`config.mk`:
```
export PLATFORM = sky130hd
export DESIGN_NAME = touch_report_frame_decoder_top
export DESIGN_NICKNAME = d
export VERILOG_FILES = /design/src/rtl/trfd_pkg.sv /design/src/rtl/trfd_ctrl.sv /design/src/rtl/trfd_datapath.sv /design/src/rtl/touch_report_frame_decoder_top.sv
export SDC_FILE = /design/constraint.sdc
export NUM_CORES = 1
export LEC_CHECK = 0
export ABC_AREA = 0
export BUFFER_PORTS_ARGS = -buffer_cell sky130_fd_sc_hd__clkbuf_2
export CAP_MARGIN = 25
export CORE_MARGIN = 1
export CORE_UTILIZATION = 55
export DETAILED_ROUTE_END_ITERATION = 7
export MAX_ROUTING_LAYER = met4
export PLACE_DENSITY = 0.72
export SKIP_CTS_REPAIR_TIMING = 1
export SYNTH_ARGS = -nofsm -noshare
export SYNTH_HDL_FRONTEND = slang
export SYNTH_SLANG_ARGS = --single-unit
```
`constraint.sdc`:
```
create_clock -name i_clk -period 16.2 [get_ports i_clk]
set_input_delay 3.24 -clock i_clk [delete_from_list [all_inputs] [get_ports i_clk]]
set_output_delay 3.24 -clock i_clk [all_outputs]
set_load 0.1 [all_outputs]
```
`src/rtl/trfd_pkg.sv`:
```
// ----------------------------------------------------------------------------
// trfd_pkg
// Types, codes and constants shared by the touch report frame decoder.
// ----------------------------------------------------------------------------
package trfd_pkg;

    localparam int unsigned CFG_IDX_W  = 3;
    localparam int unsigned CFG_DATA_W = 12;
    localparam int unsigned COORD_W    = 12;
    localparam int unsigned PROD_W     = 2 * COORD_W;

    localparam logic [CFG_IDX_W-1:0] CFG_FINGER_COUNT  = 3'd0;
    localparam logic [CFG_IDX_W-1:0] CFG_RECORD_BYTES  = 3'd1;
    localparam logic [CFG_IDX_W-1:0] CFG_SENSOR_WIDTH  = 3'd2;
    localparam logic [CFG_IDX_W-1:0] CFG_SENSOR_HEIGHT = 3'd3;
    localparam logic [CFG_IDX_W-1:0] CFG_SCREEN_X_RES  = 3'd4;
    localparam logic [CFG_IDX_W-1:0] CFG_SCREEN_Y_RES  = 3'd5;

    localparam logic [1:0] KIND_FINGER = 2'd0;
    localparam logic [1:0] KIND_SYNC   = 2'd1;
    localparam logic [1:0] KIND_PENUP  = 2'd2;

    localparam logic [1:0] EMPTY_MASK  = 2'b11;
    localparam logic [3:0] MIN_STRIDE  = 4'd4;

    typedef struct packed {
        logic [7:0] data_byte;
        logic       frame_start;
    } t_in_word;

    typedef struct packed {
        logic [1:0]         event_kind;
        logic [COORD_W-1:0] pos_x;
        logic [COORD_W-1:0] pos_y;
        logic               last;
    } t_out_word;

    typedef enum logic [2:0] {
        S_IDLE,
        S_DECODE,
        S_MUL_X,
        S_DIV_X,
        S_MUL_Y,
        S_DIV_Y,
        S_CHECK,
        S_FINISH
    } t_state;

    typedef struct packed {
        logic in_ready;
        logic accept;
        logic decode;
        logic mul;
        logic mul_y;
        logic save_x;
        logic div_step;
        logic emit_finger;
        logic finish;
    } t_cmd;

    typedef struct packed {
        logic need_div;
        logic div_last;
        logic in_range;
        logic end_emit;
        logic out_free;
    } t_status;

endpackage

```
`src/rtl/trfd_ctrl.sv`:
```
// ----------------------------------------------------------------------------
// trfd_ctrl
// Sequencer: decode, multiply/divide for x and y, range check, record finish.
// ----------------------------------------------------------------------------
module trfd_ctrl (
    input  logic             i_clk,
    input  logic             i_rst_n,
    input  logic             i_in_valid,
    input  trfd_pkg::t_status i_status,
    output trfd_pkg::t_cmd    o_cmd
);
    import trfd_pkg::*;

    t_state r_state;
    t_state n_state;

    always_ff @(posedge i_clk) begin
        if (!i_rst_n) begin
            r_state <= S_IDLE;
        end else begin
            r_state <= n_state;
        end
    end

    always_comb begin
        n_state = r_state;
        o_cmd   = '0;
        unique case (r_state)
            S_IDLE: begin
                o_cmd.in_ready = 1'b1;
                if (i_in_valid) begin
                    o_cmd.accept = 1'b1;
                    n_state      = S_DECODE;
                end
            end
            S_DECODE: begin
                o_cmd.decode = 1'b1;
                n_state      = i_status.need_div ? S_MUL_X : S_FINISH;
            end
            S_MUL_X: begin
                o_cmd.mul = 1'b1;
                n_state   = S_DIV_X;
            end
            S_DIV_X: begin
                o_cmd.div_step = 1'b1;
                if (i_status.div_last) begin
                    n_state = S_MUL_Y;
                end
            end
            S_MUL_Y: begin
                o_cmd.save_x = 1'b1;
                o_cmd.mul    = 1'b1;
                o_cmd.mul_y  = 1'b1;
                n_state      = S_DIV_Y;
            end
            S_DIV_Y: begin
                o_cmd.div_step = 1'b1;
                if (i_status.div_last) begin
                    n_state = S_CHECK;
                end
            end
            S_CHECK: begin
                if (!i_status.in_range) begin
                    n_state = S_FINISH;
                end else if (i_status.out_free) begin
                    o_cmd.emit_finger = 1'b1;
                    n_state           = S_FINISH;
                end
            end
            S_FINISH: begin
                if (!i_status.end_emit || i_status.out_free) begin
                    o_cmd.finish = 1'b1;
                    n_state      = S_IDLE;
                end
            end
            default: begin
                n_state = S_IDLE;
            end
        endcase
    end

    a_accept_decodes: assert property (@(posedge i_clk) disable iff (!i_rst_n)
        o_cmd.accept |=> r_state == S_DECODE)
        else $error("accepted word not followed by decode");

    a_check_after_div: assert property (@(posedge i_clk) disable iff (!i_rst_n)
        r_state == S_CHECK |-> $past(r_state) == S_DIV_Y || $past(r_state) == S_CHECK)
        else $error("range check entered without y divide");

endmodule

```
`src/rtl/trfd_datapath.sv`:
```
// ----------------------------------------------------------------------------
// trfd_datapath
// Config registers, record counters, shared multiplier, radix-2 divider and
// output register.
// ----------------------------------------------------------------------------
module trfd_datapath #(
    parameter int unsigned MAX_RECORDS = 10,
    parameter int unsigned FRAME_BYTES = 60
) (
    input  logic                               i_clk,
    input  logic                               i_rst_n,
    input  trfd_pkg::t_cmd                     i_cmd,
    output trfd_pkg::t_status                  o_status,
    input  trfd_pkg::t_in_word                 i_in_word,
    input  logic                               i_cfg_write,
    input  logic [trfd_pkg::CFG_IDX_W-1:0]     i_cfg_index,
    input  logic [trfd_pkg::CFG_DATA_W-1:0]    i_cfg_data,
    output logic                               o_out_valid,
    output trfd_pkg::t_out_word                o_out_word,
    input  logic                               i_out_stall
);
    import trfd_pkg::*;

    localparam int unsigned DIV_CNT_W = $clog2(PROD_W);

    logic [3:0]         r_fc;
    logic [3:0]         r_rb;
    logic [COORD_W-1:0] r_sw;
    logic [COORD_W-1:0] r_sh;
    logic [COORD_W-1:0] r_sxr;
    logic [COORD_W-1:0] r_syr;

    logic [3:0]         r_bir;
    logic [3:0]         r_ri;
    logic               r_rvalid;
    logic               r_any;
    logic               r_pen_up;
    logic [7:0]         r_byte;
    logic [7:0]         r_xh;
    logic [7:0]         r_yh;

    logic [PROD_W-1:0]    r_q;
    logic [COORD_W-1:0]   r_rem;
    logic [DIV_CNT_W-1:0] r_cnt;
    logic [PROD_W-1:0]    r_sx;
    logic                 r_div_y;

    logic      r_out_valid;
    t_out_word r_out;

    logic [3:0]         w_stride;
    logic [3:0]         w_nfing;
    logic [4:0]         w_ri1;
    logic [4:0]         w_ri2;
    logic [8:0]         w_span;
    logic               w_rec_end;
    logic               w_frame_end;
    logic [COORD_W-1:0] w_rx;
    logic [COORD_W-1:0] w_ry;
    logic [COORD_W-1:0] w_mul_a;
    logic [COORD_W-1:0] w_mul_b;
    logic [PROD_W-1:0]  w_prod;
    logic [COORD_W-1:0] w_div;
    logic [COORD_W:0]   w_shift;
    logic [COORD_W:0]   w_diff;
    logic               w_ge;
    logic               w_out_free;
    logic               w_load_out;

    // frame geometry
    assign w_stride  = (r_rb < MIN_STRIDE) ? MIN_STRIDE : r_rb;
    assign w_nfing   = (r_fc == 4'd0) ? 4'd1 : r_fc;
    assign w_ri1     = {1'b0, r_ri} + 5'd1;
    assign w_ri2     = w_ri1 + 5'd1;
    assign w_span    = {4'b0, w_ri2} * {5'b0, w_stride};
    assign w_rec_end = ({1'b0, r_bir} + 5'd1) >= {1'b0, w_stride};
    assign w_frame_end = w_rec_end && ((w_ri1 >= {1'b0, w_nfing})
                                    || (w_ri1 >= 5'(MAX_RECORDS))
                                    || (9'(FRAME_BYTES) < w_span));

    // scale and divide
    assign w_rx    = {r_xh, r_byte[7:4]};
    assign w_ry    = {r_yh, r_byte[3:0]};
    assign w_mul_a = i_cmd.mul_y ? w_ry : w_rx;
    assign w_mul_b = i_cmd.mul_y ? r_sxr : r_syr;
    assign w_prod  = PROD_W'(w_mul_a) * PROD_W'(w_mul_b);
    assign w_div   = r_div_y ? ((r_sh == '0) ? COORD_W'(1) : r_sh)
                             : ((r_sw == '0) ? COORD_W'(1) : r_sw);
    assign w_shift = {r_rem, r_q[PROD_W-1]};
    assign w_ge    = w_shift >= {1'b0, w_div};
    assign w_diff  = w_shift - {1'b0, w_div};

    assign w_out_free = !r_out_valid || !i_out_stall;
    assign w_load_out = i_cmd.emit_finger
                     || (i_cmd.finish && w_frame_end && (r_any || !r_pen_up));

    assign o_status.need_div = (r_bir == 4'd3) && r_rvalid;
    assign o_status.div_last = (r_cnt == '0);
    assign o_status.in_range = (r_sx <= PROD_W'(r_syr)) && (r_q <= PROD_W'(r_sxr));
    assign o_status.end_emit = w_frame_end && (r_any || !r_pen_up);
    assign o_status.out_free = w_out_free;

    assign o_out_valid = r_out_valid;
    assign o_out_word  = r_out;

    always_ff @(posedge i_clk) begin
        if (!i_rst_n) begin
            r_fc  <= 4'd5;
            r_rb  <= 4'd6;
            r_sw  <= COORD_W'(800);
            r_sh  <= COORD_W'(480);
            r_sxr <= COORD_W'(800);
            r_syr <= COORD_W'(480);
        end else if (i_cfg_write) begin
            unique case (i_cfg_index)
                CFG_FINGER_COUNT:  r_fc  <= i_cfg_data[3:0];
                CFG_RECORD_BYTES:  r_rb  <= i_cfg_data[3:0];
                CFG_SENSOR_WIDTH:  r_sw  <= i_cfg_data;
                CFG_SENSOR_HEIGHT: r_sh  <= i_cfg_data;
                CFG_SCREEN_X_RES:  r_sxr <= i_cfg_data;
                CFG_SCREEN_Y_RES:  r_syr <= i_cfg_data;
                default: ;
            endcase
        end
    end

    always_ff @(posedge i_clk) begin
        if (!i_rst_n) begin
            r_bir    <= '0;
            r_ri     <= '0;
            r_rvalid <= 1'b0;
            r_any    <= 1'b0;
            r_pen_up <= 1'b0;
            r_xh     <= '0;
            r_yh     <= '0;
        end else begin
            if (i_cmd.accept && i_in_word.frame_start) begin
                r_bir    <= '0;
                r_ri     <= '0;
                r_rvalid <= 1'b0;
                r_any    <= 1'b0;
            end
            if (i_cmd.decode) begin
                case (r_bir)
                    4'd0: begin
                        r_rvalid <= (r_byte[1:0] != EMPTY_MASK);
                        if (r_byte[1:0] != EMPTY_MASK) begin
                            r_any <= 1'b1;
                        end
                    end
                    4'd1: r_xh <= r_byte;
                    4'd2: r_yh <= r_byte;
                    default: ;
                endcase
            end
            if (i_cmd.emit_finger) begin
                r_pen_up <= 1'b0;
            end
            if (i_cmd.finish) begin
                if (w_frame_end) begin
                    if (!r_any && !r_pen_up) begin
                        r_pen_up <= 1'b1;
                    end
                    r_bir    <= '0;
                    r_ri     <= '0;
                    r_rvalid <= 1'b0;
                    r_any    <= 1'b0;
                end else if (w_rec_end) begin
                    r_bir <= '0;
                    r_ri  <= r_ri + 4'd1;
                end else begin
                    r_bir <= r_bir + 4'd1;
                end
            end
        end
    end

    always_ff @(posedge i_clk) begin
        if (i_cmd.accept) begin
            r_byte <= i_in_word.data_byte;
        end
        if (i_cmd.save_x) begin
            r_sx <= r_q;
        end
        if (i_cmd.mul) begin
            r_q     <= w_prod;
            r_rem   <= '0;
            r_cnt   <= DIV_CNT_W'(PROD_W - 1);
            r_div_y <= i_cmd.mul_y;
        end else if (i_cmd.div_step) begin
            r_q   <= {r_q[PROD_W-2:0], w_ge};
            r_rem <= w_ge ? w_diff[COORD_W-1:0] : w_shift[COORD_W-1:0];
            r_cnt <= r_cnt - DIV_CNT_W'(1);
        end
    end

    always_ff @(posedge i_clk) begin
        if (!i_rst_n) begin
            r_out_valid <= 1'b0;
        end else if (w_load_out) begin
            r_out_valid <= 1'b1;
        end else if (!i_out_stall) begin
            r_out_valid <= 1'b0;
        end
    end

    always_ff @(posedge i_clk) begin
        if (i_cmd.emit_finger) begin
            r_out.event_kind <= KIND_FINGER;
            r_out.pos_x      <= r_sxr - r_q[COORD_W-1:0];
            r_out.pos_y      <= r_sx[COORD_W-1:0];
            r_out.last       <= !w_frame_end;
        end else if (w_load_out) begin
            r_out.event_kind <= r_any ? KIND_SYNC : KIND_PENUP;
            r_out.pos_x      <= '0;
            r_out.pos_y      <= '0;
            r_out.last       <= 1'b1;
        end
    end

    a_rem_below_div: assert property (@(posedge i_clk) disable iff (!i_rst_n)
        i_cmd.div_step |-> r_rem < w_div)
        else $error("divider remainder not below divisor");

    a_no_overwrite: assert property (@(posedge i_clk) disable iff (!i_rst_n)
        w_load_out |-> w_out_free)
        else $error("output word overwritten while stalled");

    a_finger_in_range: assert property (@(posedge i_clk) disable iff (!i_rst_n)
        i_cmd.emit_finger |-> r_sx <= PROD_W'(r_syr) && r_q <= PROD_W'(r_sxr))
        else $error("finger emitted out of range");

endmodule

```
`src/rtl/touch_report_frame_decoder_top.sv`:
```
// ----------------------------------------------------------------------------
// touch_report_frame_decoder_top
// Decodes a multitouch report byte stream into finger, sync and pen-up words.
// ----------------------------------------------------------------------------
//  channel | direction | handshake              | word
//  in      | input     | i_in_valid / o_in_stall | t_in_word (data_byte, frame_start)
//  out     | output    | o_out_valid / i_out_stall | t_out_word (kind, x, y, last)
//  cfg     | input     | i_cfg_valid / o_cfg_ready | i_cfg_index, i_cfg_data
//
//  Each byte passes the idle, decode and finish states; byte 3 of a live record
//  also runs two 24-step serial divides through one divider unit.
//  One byte in flight at a time; the output register holds one word.
//  Synchronous active-low reset; config returns to its defaults.
//  A stalled output holds the sequencer only when it has a word to emit.
// ----------------------------------------------------------------------------
module touch_report_frame_decoder_top #(
    parameter int unsigned MAX_RECORDS = 10,
    parameter int unsigned FRAME_BYTES = 60
) (
    input  logic                            i_clk,
    input  logic                            i_rst_n,
    input  logic                            i_in_valid,
    output logic                            o_in_stall,
    input  trfd_pkg::t_in_word              i_in_word,
    output logic                            o_out_valid,
    input  logic                            i_out_stall,
    output trfd_pkg::t_out_word             o_out_word,
    input  logic                            i_cfg_valid,
    output logic                            o_cfg_ready,
    input  logic [trfd_pkg::CFG_IDX_W-1:0]  i_cfg_index,
    input  logic [trfd_pkg::CFG_DATA_W-1:0] i_cfg_data
);
    import trfd_pkg::*;

    t_cmd    w_cmd;
    t_status w_status;

    assign o_in_stall  = !w_cmd.in_ready;
    assign o_cfg_ready = w_cmd.in_ready;

    trfd_ctrl u_ctrl (
        .i_clk      (i_clk),
        .i_rst_n    (i_rst_n),
        .i_in_valid (i_in_valid),
        .i_status   (w_status),
        .o_cmd      (w_cmd)
    );

    trfd_datapath #(
        .MAX_RECORDS (MAX_RECORDS),
        .FRAME_BYTES (FRAME_BYTES)
    ) u_datapath (
        .i_clk       (i_clk),
        .i_rst_n     (i_rst_n),
        .i_cmd       (w_cmd),
        .o_status    (w_status),
        .i_in_word   (i_in_word),
        .i_cfg_write (i_cfg_valid && w_cmd.in_ready),
        .i_cfg_index (i_cfg_index),
        .i_cfg_data  (i_cfg_data),
        .o_out_valid (o_out_valid),
        .o_out_word  (o_out_word),
        .i_out_stall (i_out_stall)
    );

endmodule

```
# Word-level counts from Yosys, hierarchy flattened
# Cells that the tools add are included.
dict set report word_totals {
  elab_cells 165
  register_bits 188
  in_bits 29
  out_inout_bits 30
}
dict set report classes {
  mux 57
  n_reduce_logical 43
  eq_ne 22
  add_sub_neg 8
  n_mul 2
  order_cmp 8
}
# operator n
set op_table {}
lappend op_table {{$mux 12} 6}
lappend op_table {{$mux 25} 2}
lappend op_table {{$le 24x12->1} 2}
lappend op_table {{$mux 24} 2}
lappend op_table {{$mux 4} 10}
lappend op_table {{$mux 1} 26}
lappend op_table {{$logic_not 12->1} 2}
lappend op_table {{$mul 12x12->24} 1}
lappend op_table {{$pmux 3 s8} 1}
lappend op_table {{$sub 12x12->12} 2}
lappend op_table {{$mux 3} 7}
lappend op_table {{$eq 3x3->1 const B} 6}
lappend op_table {{$reduce_and 2->1} 8}
lappend op_table {{$ge 13x12->1} 1}
lappend op_table {{$eq 3x2->1 const B} 4}
lappend op_table {{$add 4x1->5 const B} 2}
lappend op_table {{$ge 5x4->1} 2}
lappend op_table {{$logic_and 1x1->1} 9}
lappend op_table {{$lt 6x9->1 const A} 1}
lappend op_table {{$mul 5x4->9} 1}
lappend op_table {{$add 4x1->4 const B} 2}
lappend op_table {{$eq 4x2->1 const B} 2}
lappend op_table {{$logic_not 4->1} 2}
lappend op_table {{$ne 2x1->1 const B} 4}
lappend op_table {{other kinds (16)} 35}

# Logic depth before layout (Yosys ltp)
# Gate-level depths: netlist of run 1.
dict set report logic_depth {
  ltp_word 16
  depth_mapped 28
  ltp_nobuf 26
}

# Modules after synthesis
# Synthesis of run 1 repeated with hierarchy kept, for this count alone.
dict set report hier_totals {
  cells_unflattened 1665
  hier_area_um2 15207.1
}
# module n_inst area_each_um2 cells_per_inst seq_area_each_um2
set by_module_without_submodules {}
lappend by_module_without_submodules {trfd_datapath 1 14866.8 1625 4524.3}
lappend by_module_without_submodules {trfd_ctrl 1 330.3 38 60.1}
lappend by_module_without_submodules {touch_report_frame_decoder_top 1 10.0 2 0.0}

# Least setup slack after synthesis of run 1
# No wires, ideal clock.
dict set report synth_timing {
  kind {reg-to-reg}
  from {register u_ctrl.r_state[0]}
  to {register u_datapath.r_q[21], data pin}
  synth_period_minus_slack_ps 6538
  path_slack_ps 9662
  setup_time_ps 269
  arrival_time_ps 6269
  stages_incl_launch_ff 27
  path_cell_list {dfxtp_1 -> inv_1 -> ha_1 -> nand2_1 -> clkinv_1 -> buf_2 -> o21ai_1 -> nand2_1 -> fa_1 -> inv_1 -> fa_1 -> inv_1 -> fa_1 -> inv_1 -> fa_1 -> inv_1 -> fa_1 -> inv_1 -> ha_1 -> and2_1 -> nand3_1 -> a211oi_1 -> o311ai_1 -> nand2b_1 -> a21oi_1 -> xor2_1 -> o21ai_0}
}
dict set report synth_via {
  elab_chain_cells 5
  elab_cells_between_ends 9
  classes_between {1 x mul; 2 x eq/ne; 5 x mux; 1 x reduce/logical}
}
# item line
set synth_rtl {}
lappend synth_rtl {{start, declared} trfd_ctrl.sv:14} ;# t_state r_state;
lappend synth_rtl {{start signal, assigned} trfd_ctrl.sv:21} ;# r_state <= n_state;
lappend synth_rtl {{$eq 3x3->1} trfd_ctrl.sv:28} ;# unique case (r_state)
lappend synth_rtl {{$mux 2} trfd_ctrl.sv:28}
lappend synth_rtl {{$mux 12, on equally long branches} {trfd_datapath.sv:84, trfd_datapath.sv:85}}
lappend synth_rtl {{$mul 12x12->24} trfd_datapath.sv:86} ;# assign w_prod = PROD_W'(w_mul_a) * PROD_W'(w_mul_b);
lappend synth_rtl {{$mux 24 (*)} trfd_datapath.sv:185} ;# if (i_cmd.mul) begin
lappend synth_rtl {{end signal, assigned} trfd_datapath.sv:186} ;# r_q <= w_prod;
lappend synth_rtl {{end signal, assigned} trfd_datapath.sv:191} ;# r_q <= {r_q[PROD_W-2:0], w_ge};
lappend synth_rtl {{end, declared} trfd_datapath.sv:42} ;# logic [PROD_W-1:0] r_q;
# Mark *: on every way between the ends. The rest lies on a longest branch, timed or not.
# A chain may end at the register's enable or synchronous reset.

# Worst setup path in the final report of run 1
# Ends and elaborated chain as after synthesis.

==> metrics list, run 1 <==
* Outcome: complete, no violations
- Part of the power in registers: 29.1%
* Met2 track demand over resource: 42.8%
- Master of the slowest instance on the critical path: sky130_fd_sc_hd__a21boi_0
- Number of enable flip-flop cells after synthesis: 82
- Tracing the worst setup path back leads to its startpoint at u_ctrl.r_state[0]$_SDFFE_PN0P_.
* Maximum achievable frequency: 129 MHz
* Final routed wire length divided by cell count: 17.3 um
- STA classifies the critical path startpoint as a flop.
- At the pin with the least slew margin, the transition time is 1020 ps.
- Detailed-route vias per instance: 5.69
- Worst-case headroom to the max-slew limit: 31.4%
* Count of buffers inserted at the top-level ports: 58
- Summing every instance area after synthesis gives 0.0149 mm^2.
* Library cell used as clock root buffer: sky130_fd_sc_hd__clkbuf_16
- Sequential elements use 30.7% of the synthesized area.
- FF-to-FF End: u_datapath.r_q[21]$_DFFE_PP_
* CTS tree: yes
- DRT iter0 DRCs: 924
* DRC violations left: 0
* Met3 layer usage reported by global route: 4.49%
* Total routing usage reported by global routing: 27.5%
* Number of synthesized register bits: 188
- Dividing total power by cell area gives a power density of 149 mW/mm^2.
* Hold path startpoint: u_datapath.r_xh[5]$_SDFFE_PN0P_
- Required time reported for the critical path endpoint: 16380 ps
- Maximum number of pins on one net before global-route repair: 58
- Inserted Clock Buffers: 17
- Switching power total: 1080 uW
- The number of antenna violations at the first check in global routing is 0.
* Largest area contributor in the netlist: sky130_fd_sc_hd__edfxtp_1
- Total placed instance area: 0.0155 mm^2
- Power comes to 2400 uW.
* Pre-Repair DR Iteration Count: 5
* Final wirelength: 35100 um
- Net count after synthesis: 1928
- Crit path to: u_datapath.r_q[21]$_DFFE_PP_
- Critical path class: flop to flop
- The global routing stage identified its most utilized layer as met2.
- Vertical die dimension: 167 um
- Post-route clock skew: 15.2 ps
- The number of antenna diodes in the final layout is 0.
- Post-route antenna net violation count: 0
* Internal: 1320 uW
- Register-to-Register Path Depth: 26
* CP endpoint kind: flop
* Fin area: 0.0161 mm^2
- Number of warnings issued by yosys: 0
- RSZ-0062 raised after global routing: no
- The final-report max-slew violation count is 0.
- Of all nets on the critical path, the largest fanout is 57.
- Signal arrival time at the worst endpoint: 7960 ps
- Num Clock Sinks: 188
* Worst-case register-to-register setup slack: 8420 ps
* Total Die Area: 0.0278 mm^2
- After synthesis, the share of flip-flops with an asynchronous set or reset is 0%.
* Largest delay share family, worst path: adder cells
* Via count: 11600
- The initialized floorplan defines 59 standard-cell rows.
- For the finished layout, the period the worst path requires is 7780 ps.
* Die outline width: 167 um
* Final worst hold slack: 457 ps
- After routing, the total negative slack on setup checks comes to 0 ps.
- Met1 GRT Util: 35.6%
- At the end of routability-driven placement, the weighted congestion stood at 0.969.
- Via count of the first global-routing pass: 11500
- Worst voltage drop across the vdd grid: 0.103 mV
- Synthesis handed over a netlist of 1648 instances.
- The worst register-to-register path begins at u_ctrl.r_state[0]$_SDFFE_PN0P_.
* Count of buffering cells on the critical path with inverters included: 7
* Proportion of power drawn by combinational gates: 53.0%
- Setup violations remaining at the end of the flow were counted as 0.
* Register clock-pin slew on the reported worst setup and hold paths: 80 ps
- At the end of the flow, the number of nets in the layout was 1963.
- Post-DP HPWL: 27800 um
- The number of hold-slack violations in the final timing report came to 0.
* Core ar.: 0.0264 mm^2
- The tool flagged a number of max-cap violations equal to 0.
* Area overhead of the layout relative to synthesis: 7.96%
- For this run the aggregate overflow at the end of global routing stands at 0.
- Crit path depth: 26
* Global-route wire length before repair: 58300 um
* Stage delay of the slowest cell on the critical path: 650 ps
- For this configuration, the core starts out at a cell density of 56.6%.
- Clk pwr share: 17.9%
- The synthesized netlist contains 83 unique library cells.
* Layout cell share with drive strength beyond 1: 8.84%
* Worst-skew pair later-pin latency: 440 ps
- Summed over all cells, the static leakage comes to 0.00762 uW.
- The min-delay analysis places its worst path in the category flop to flop.
- The longest clock path from root to sink contains 2 buffers.
* Top Ports: 59
- Share of Yosys cell area claimed by the top area cell type: 16.5%
- Switching share of power: 45.2%
- For this run, the leading register cell type out of synthesis is sky130_fd_sc_hd__dfxtp_1.
- The clock tree synthesis step divided the H-tree into 4 levels.
- Cells taking the most area after synthesis: sky130_fd_sc_hd__edfxtp_1 17%, sky130_fd_sc_hd__fa_1 15%, sky130_fd_sc_hd__dfxtp_1 14%
- Dividing the synthesized area by the synthesized cell count gives 9.05 um^2.
- Dividing the final minimum period by the clock period gives 48.0%.
[layout make-up]
class                      count  area, um^2
clock buffer                  17         425
timing repair buffer          72         410
inverter                     219         823
clock inverter                15         186
multi-input combinational   1185        9250
tap                          335         419
sequential                   188        4580
fill                        2236       10300
[cells in the final DEF, fill, tap and decap left out, drive strengths merged, types with 6 or more instances in the layout]
cell	instances
xnor2	20
o31ai	8
fa	108
o21a	6
a211oi	13
mux2	14
o211ai	19
dfxtp	106
and3	20
a21o	13
nand4	11
nand2	248
nor2	117
clkbuf	75
nor2b	13
xor2	14
nor4	12
edfxtp	82
clkinv	8
and2	18
nand3	40
a31oi	10
a21oi	118
mux2i	58
nand2b	17
buf	14
o21ai	64
ha	143
nor3	17
or2	7
inv	226
[power groups by stage]
stage / Clock, uW / Combinational (uW) / Sequential [uW]
global route: 455 / 1430 / 708
floorplan: 0 / 968 / 673
CTS: 435 / 1270 / 695
finish: 430 / 1270 / 697
detailed placement: 0 / 1260 / 706
global placement: 0 / 1220 / 705
[state kept, by name, summed over array words and instances, names as in the netlist, 5 cells and up]
| register | cells |
|---|---|
| u_datapath.r_byte | 8 |
| u_datapath.r_yh | 8 |
| u_datapath.r_sw | 12 |
| u_datapath.r_syr | 12 |
| u_datapath.r_sh | 12 |
| u_datapath.r_rem | 12 |
| u_datapath.o_out_word | 27 |
| u_datapath.r_sxr | 12 |
| u_datapath.r_cnt | 5 |
| u_datapath.r_q | 24 |
| u_datapath.r_xh | 8 |
| u_datapath.r_sx | 24 |
[per-layer routing]
metal | part of all wire, % | vias to the layer above
li1 | - | 5608
met1 | 45 | 5553
met2 | 46 | 329
met3 | 5.5 | 65
met4 | 3.6 | 0
met5 | 0 | -
[Yosys cell counts (9+ instances only)]
master and number:
sky130_fd_sc_hd__nand2_1 247, sky130_fd_sc_hd__inv_1 215, sky130_fd_sc_hd__ha_1 143, sky130_fd_sc_hd__a21oi_1 117, sky130_fd_sc_hd__nor2_1 117, sky130_fd_sc_hd__fa_1 108
sky130_fd_sc_hd__dfxtp_1 106, sky130_fd_sc_hd__edfxtp_1 82, sky130_fd_sc_hd__mux2i_1 58, sky130_fd_sc_hd__o21ai_0 53, sky130_fd_sc_hd__clkbuf_1 39, sky130_fd_sc_hd__nand3_1 39
sky130_fd_sc_hd__xnor2_1 20, sky130_fd_sc_hd__and3_1 18, sky130_fd_sc_hd__o211ai_1 18, sky130_fd_sc_hd__nand2b_1 17, sky130_fd_sc_hd__and2_1 16, sky130_fd_sc_hd__nor3_1 16
sky130_fd_sc_hd__mux2_2 14, sky130_fd_sc_hd__xor2_1 14, sky130_fd_sc_hd__nor2b_1 13, sky130_fd_sc_hd__a21o_1 12, sky130_fd_sc_hd__buf_2 12, sky130_fd_sc_hd__nor4_1 12
sky130_fd_sc_hd__nand4_1 11, sky130_fd_sc_hd__a211oi_1 9, sky130_fd_sc_hd__a31oi_1 9
[tightest hold or removal path, delay by kind of cell (launching register included)]
| family | cells | cell delay, ps |
|---|---|---|
| flip-flops | 1 | 310 |
| AND/OR/NAND/NOR | 1 | 50 |
| AO/OA/AOI/OAI | 1 | 50 |
[how the worst min path moves through the flow]
stage / endpoint / slack, ps / cells after the start
2_1_floorplan: u_datapath.r_yh[4]$_SDFFE_PN0P_ / 430 / 2
3_3_place_gp: u_datapath.r_xh[5]$_SDFFE_PN0P_ / 440 / 2
3_5_place_dp: u_datapath.r_xh[5]$_SDFFE_PN0P_ / 450 / 2
4_1_cts: u_datapath.r_xh[5]$_SDFFE_PN0P_ / 460 / 2
5_1_grt: u_datapath.r_syr[1]$_SDFFE_PN0P_ / 480 / 2
6_report: u_datapath.r_xh[5]$_SDFFE_PN0P_ / 460 / 2
[per-stage QoR]
stage               std cells  util (%)  worst slack, ps
finish                   2031      61.1             8420
global route             2031      61.1             8010
CTS                      2031      61.1             8450
detailed placement       1999      58.8             8460
global placement         1996      58.6             8610
floorplan                1648         -             9660
[cells by family (layout without fill, tap and decap cells)]
logic type / after synthesis / in the layout / synth area share [%]
compound gates: 290 / 290 / 12.3
xor+xnor: 34 / 34 / 2.00
fa+ha+maj: 251 / 251 / 26.5
buf+inv: 275 / 323 / 7.23
flops: 188 / 188 / 30.7
mux: 72 / 72 / 4.95
simple gates: 538 / 538 / 16.3
No activity file was read; power rests on OpenSTA's default activity.
==> run 2: changes to the inputs <==
==> constraint.sdc (replaced) <==
create_clock -name i_clk -period 8.1 [get_ports i_clk]
set_input_delay 1.62 -clock i_clk [delete_from_list [all_inputs] [get_ports i_clk]]
set_output_delay 1.62 -clock i_clk [all_outputs]
set_load 0.1 [all_outputs]
==> run 2 against run 1 <==
Power increased by 99%; wire length rose by 4.7%; maximum frequency grew 9.4%; cell area about the same; sequential share of layout area about the same; utilization about the same; first-iteration DRC count fell by 4.1%; count of clock-buffer cells in the layout is the same; largest power group unchanged; highest routed layer unchanged.
==> metrics list, run 2 (synthesis results as in run 1) <==
- Reg2reg start: u_ctrl.r_state[0]$_SDFFE_PN0P_
* Actual slew at the worst max-slew pin: 1020 ps
* Most used cells in the layout excluding fill and tap cells: 247 x sky130_fd_sc_hd__nand2_1, 215 x sky130_fd_sc_hd__inv_1, 143 x sky130_fd_sc_hd__ha_1
- Pre-Repair DR Iteration Count: 6
- Flip-flop count of the largest register, all copies and words added: 27
* Num Clock Sinks: 188
- Vertical die dimension: 167 um
- Stage delay of the slowest cell on the critical path: 550 ps
* Register clock-pin slew on the reported worst setup and hold paths: 80 ps
- Maximum achievable frequency: 141 MHz
- Worst voltage drop across the vdd grid: 0.230 mV
- For the finished layout, the period the worst path requires is 7110 ps.
- Between clock sinks in the finished design, the worst skew comes to 14.8 ps.
- Of the available clock period, the critical path in the final layout requires 87.8%.
- Area overhead of the layout relative to synthesis: 7.96%
- Count of final max-slew check failures: 0
* DRT iter0 DRCs: 886
- Library cell used as clock root buffer: sky130_fd_sc_hd__clkbuf_16
- Top Ports: 59
- Worst-case headroom to the max-slew limit: 31.7%
- The most critical setup path has its startpoint at u_ctrl.r_state[0]$_SDFFE_PN0P_.
- Setup repair after global routing left no endpoint under its margin.
- Dividing the detail-routed via count by the number of cells gives 5.77.
- For this configuration, the core starts out at a cell density of 56.6%.
- TritonCTS built the clock tree.
* Inserted Clock Buffers: 17
* Setup TNS: 0 ps
- Data on the critical path arrives at its endpoint at 7300 ps.
* Master of the slowest instance on the critical path: sky130_fd_sc_hd__fa_1
- Maximum capacitance violations: 0
- Of the cells placed in the final design, the portion with a size suffix greater than 1 is 8.99%.
* Post-DP HPWL: 28800 um
* Die outline width: 167 um
* Power density over the cells: 296 mW/mm^2
* Total Die Area: 0.0278 mm^2
- Bufs on Longest Clock Path: 2
* Number of antenna violations at the first check in global routing: 0
* CP endpoint kind: flop
- Maximum number of pins on one net before global-route repair: 54
- The worst setup path is launched from a flop.
- Routability-driven placement finished with a final weighted congestion of 0.965.
- Leak: 0.00761 uW
- For the worst-skew pair, the clock arrives at the later sink with an insertion delay of 450 ps.
- Critical path class: flop to flop
* Final wirelength: 36800 um
- Via count of the first global-routing pass: 11600
* Total count of hold-check failures in the final report: 0
- The first global-routing pass estimated 59700 um of wire.
* DRC violations left: 0
* Fill cell total of the finished layout: 2283
* Final antenna diode count: 0
* Cell Rows: 59
- In the final routed layout, each cell accounts on average for 18.1 um.
- Of all nets on the critical path, the largest fanout is 28.
* CP most frequent cell: sky130_fd_sc_hd__inv_1
- Global routing used 28.2% of the available tracks.
- Measured on the finished design, the core utilization comes to 61.1%.
* Post-route antenna net violation count: 0
- Outcome: complete, no violations
- The total area inside the core boundary comes to 0.0264 mm^2.
- Via count: 11800
- Total gr overflow: 0
* Required time reported for the critical path endpoint: 8290 ps
- Hold path startpoint: u_datapath.r_syr[4]$_SDFFE_PN0P_
- During placement, the flow inserted port buffers numbering 58.
- Net count reported at finish: 1968
- The library cell used most frequently in the layout, excluding fill and tap cells, is sky130_fd_sc_hd__nand2_1.
- The tightest min-delay check is of the flop to flop type.
- Count of endpoints failing setup in the final report: 0
- Number of levels in the clock H-tree: 4
## run 2: cell types whose count changed in the layout (fill, tap and decap cells not counted), moves of 2 or more
cell	change
sky130_fd_sc_hd__clkinv_8	-3
sky130_fd_sc_hd__buf_2	-2
sky130_fd_sc_hd__clkinv_1	+2
sky130_fd_sc_hd__buf_4	+6
sky130_fd_sc_hd__clkinvlp_4	+3
sky130_fd_sc_hd__inv_6	-2
sky130_fd_sc_hd__inv_12	-2
## run 2: final timing paths
| kind | to | slack, ps | cells after the start |
|---|---|---|---|
| max | u_datapath.r_q[23]$_DFFE_PP_ | 990 | 27 |
| min | u_datapath.r_syr[4]$_SDFFE_PN0P_ | 460 | 2 |
| max reg2reg | u_datapath.r_q[23]$_DFFE_PP_ | 990 | 27 |
| min reg2reg | u_datapath.r_syr[4]$_SDFFE_PN0P_ | 460 | 2 |
## run 2: where the power goes
part           internal (uW)  total [uW]  switching [uW]
clock                    435         852             417
sequential              1250        1400             148
combinational            944        2520            1570
## run 2: worst max-delay path, delay by kind of cell (launching register included)
family | cells | cell delay, ps
buffers and inverters | 8 | 1240
xor gates and xnor gates | 1 | 150
DFF | 1 | 340
and+or+nand+nor | 5 | 680
AOI/OAI and AO/OA | 6 | 1230
adders and majority gates | 7 | 3230
## run 2: final cells by class
| type | count | area, um^2 | area share [%] |
|---|---|---|---|
| Timing Repair Buffer | 77 | 440 | 2.74 |
| Inverter | 219 | 823 | 5.12 |
| Tap cell | 335 | 419 | 2.60 |
| Multi-Input combinational cell | 1185 | 9250 | 57.5 |
| Sequential cell | 188 | 4580 | 28.5 |
| Clock buffer | 17 | 425 | 2.64 |
| Clock inverter | 15 | 155 | 0.964 |
## run 2: metrics by stage
stage | area, um^2 | power (uW) | hold WS (ps) | setup WS [ps] | std cells
2_1_floorplan | 14900 | 3280 | 433 | 1560 | 1648
3_3_place_gp | 15500 | 3800 | 441 | 1230 | 2002
3_5_place_dp | 15500 | 3900 | 453 | 1060 | 2003
4_1_cts | 16100 | 4750 | 462 | 1060 | 2035
5_1_grt | 16100 | 5130 | 484 | 557 | 2036
6_report | 16100 | 4770 | 463 | 987 | 2036
## run 2: routing by layer
metal  vias up  wire length (um)  GRT usage [%]
met5         -                 0              -
met4         0              1270           10.7
met3        70              2420           4.59
met2       394             17000           44.2
met1      5682             16000           36.6
li1       5610                 -              -
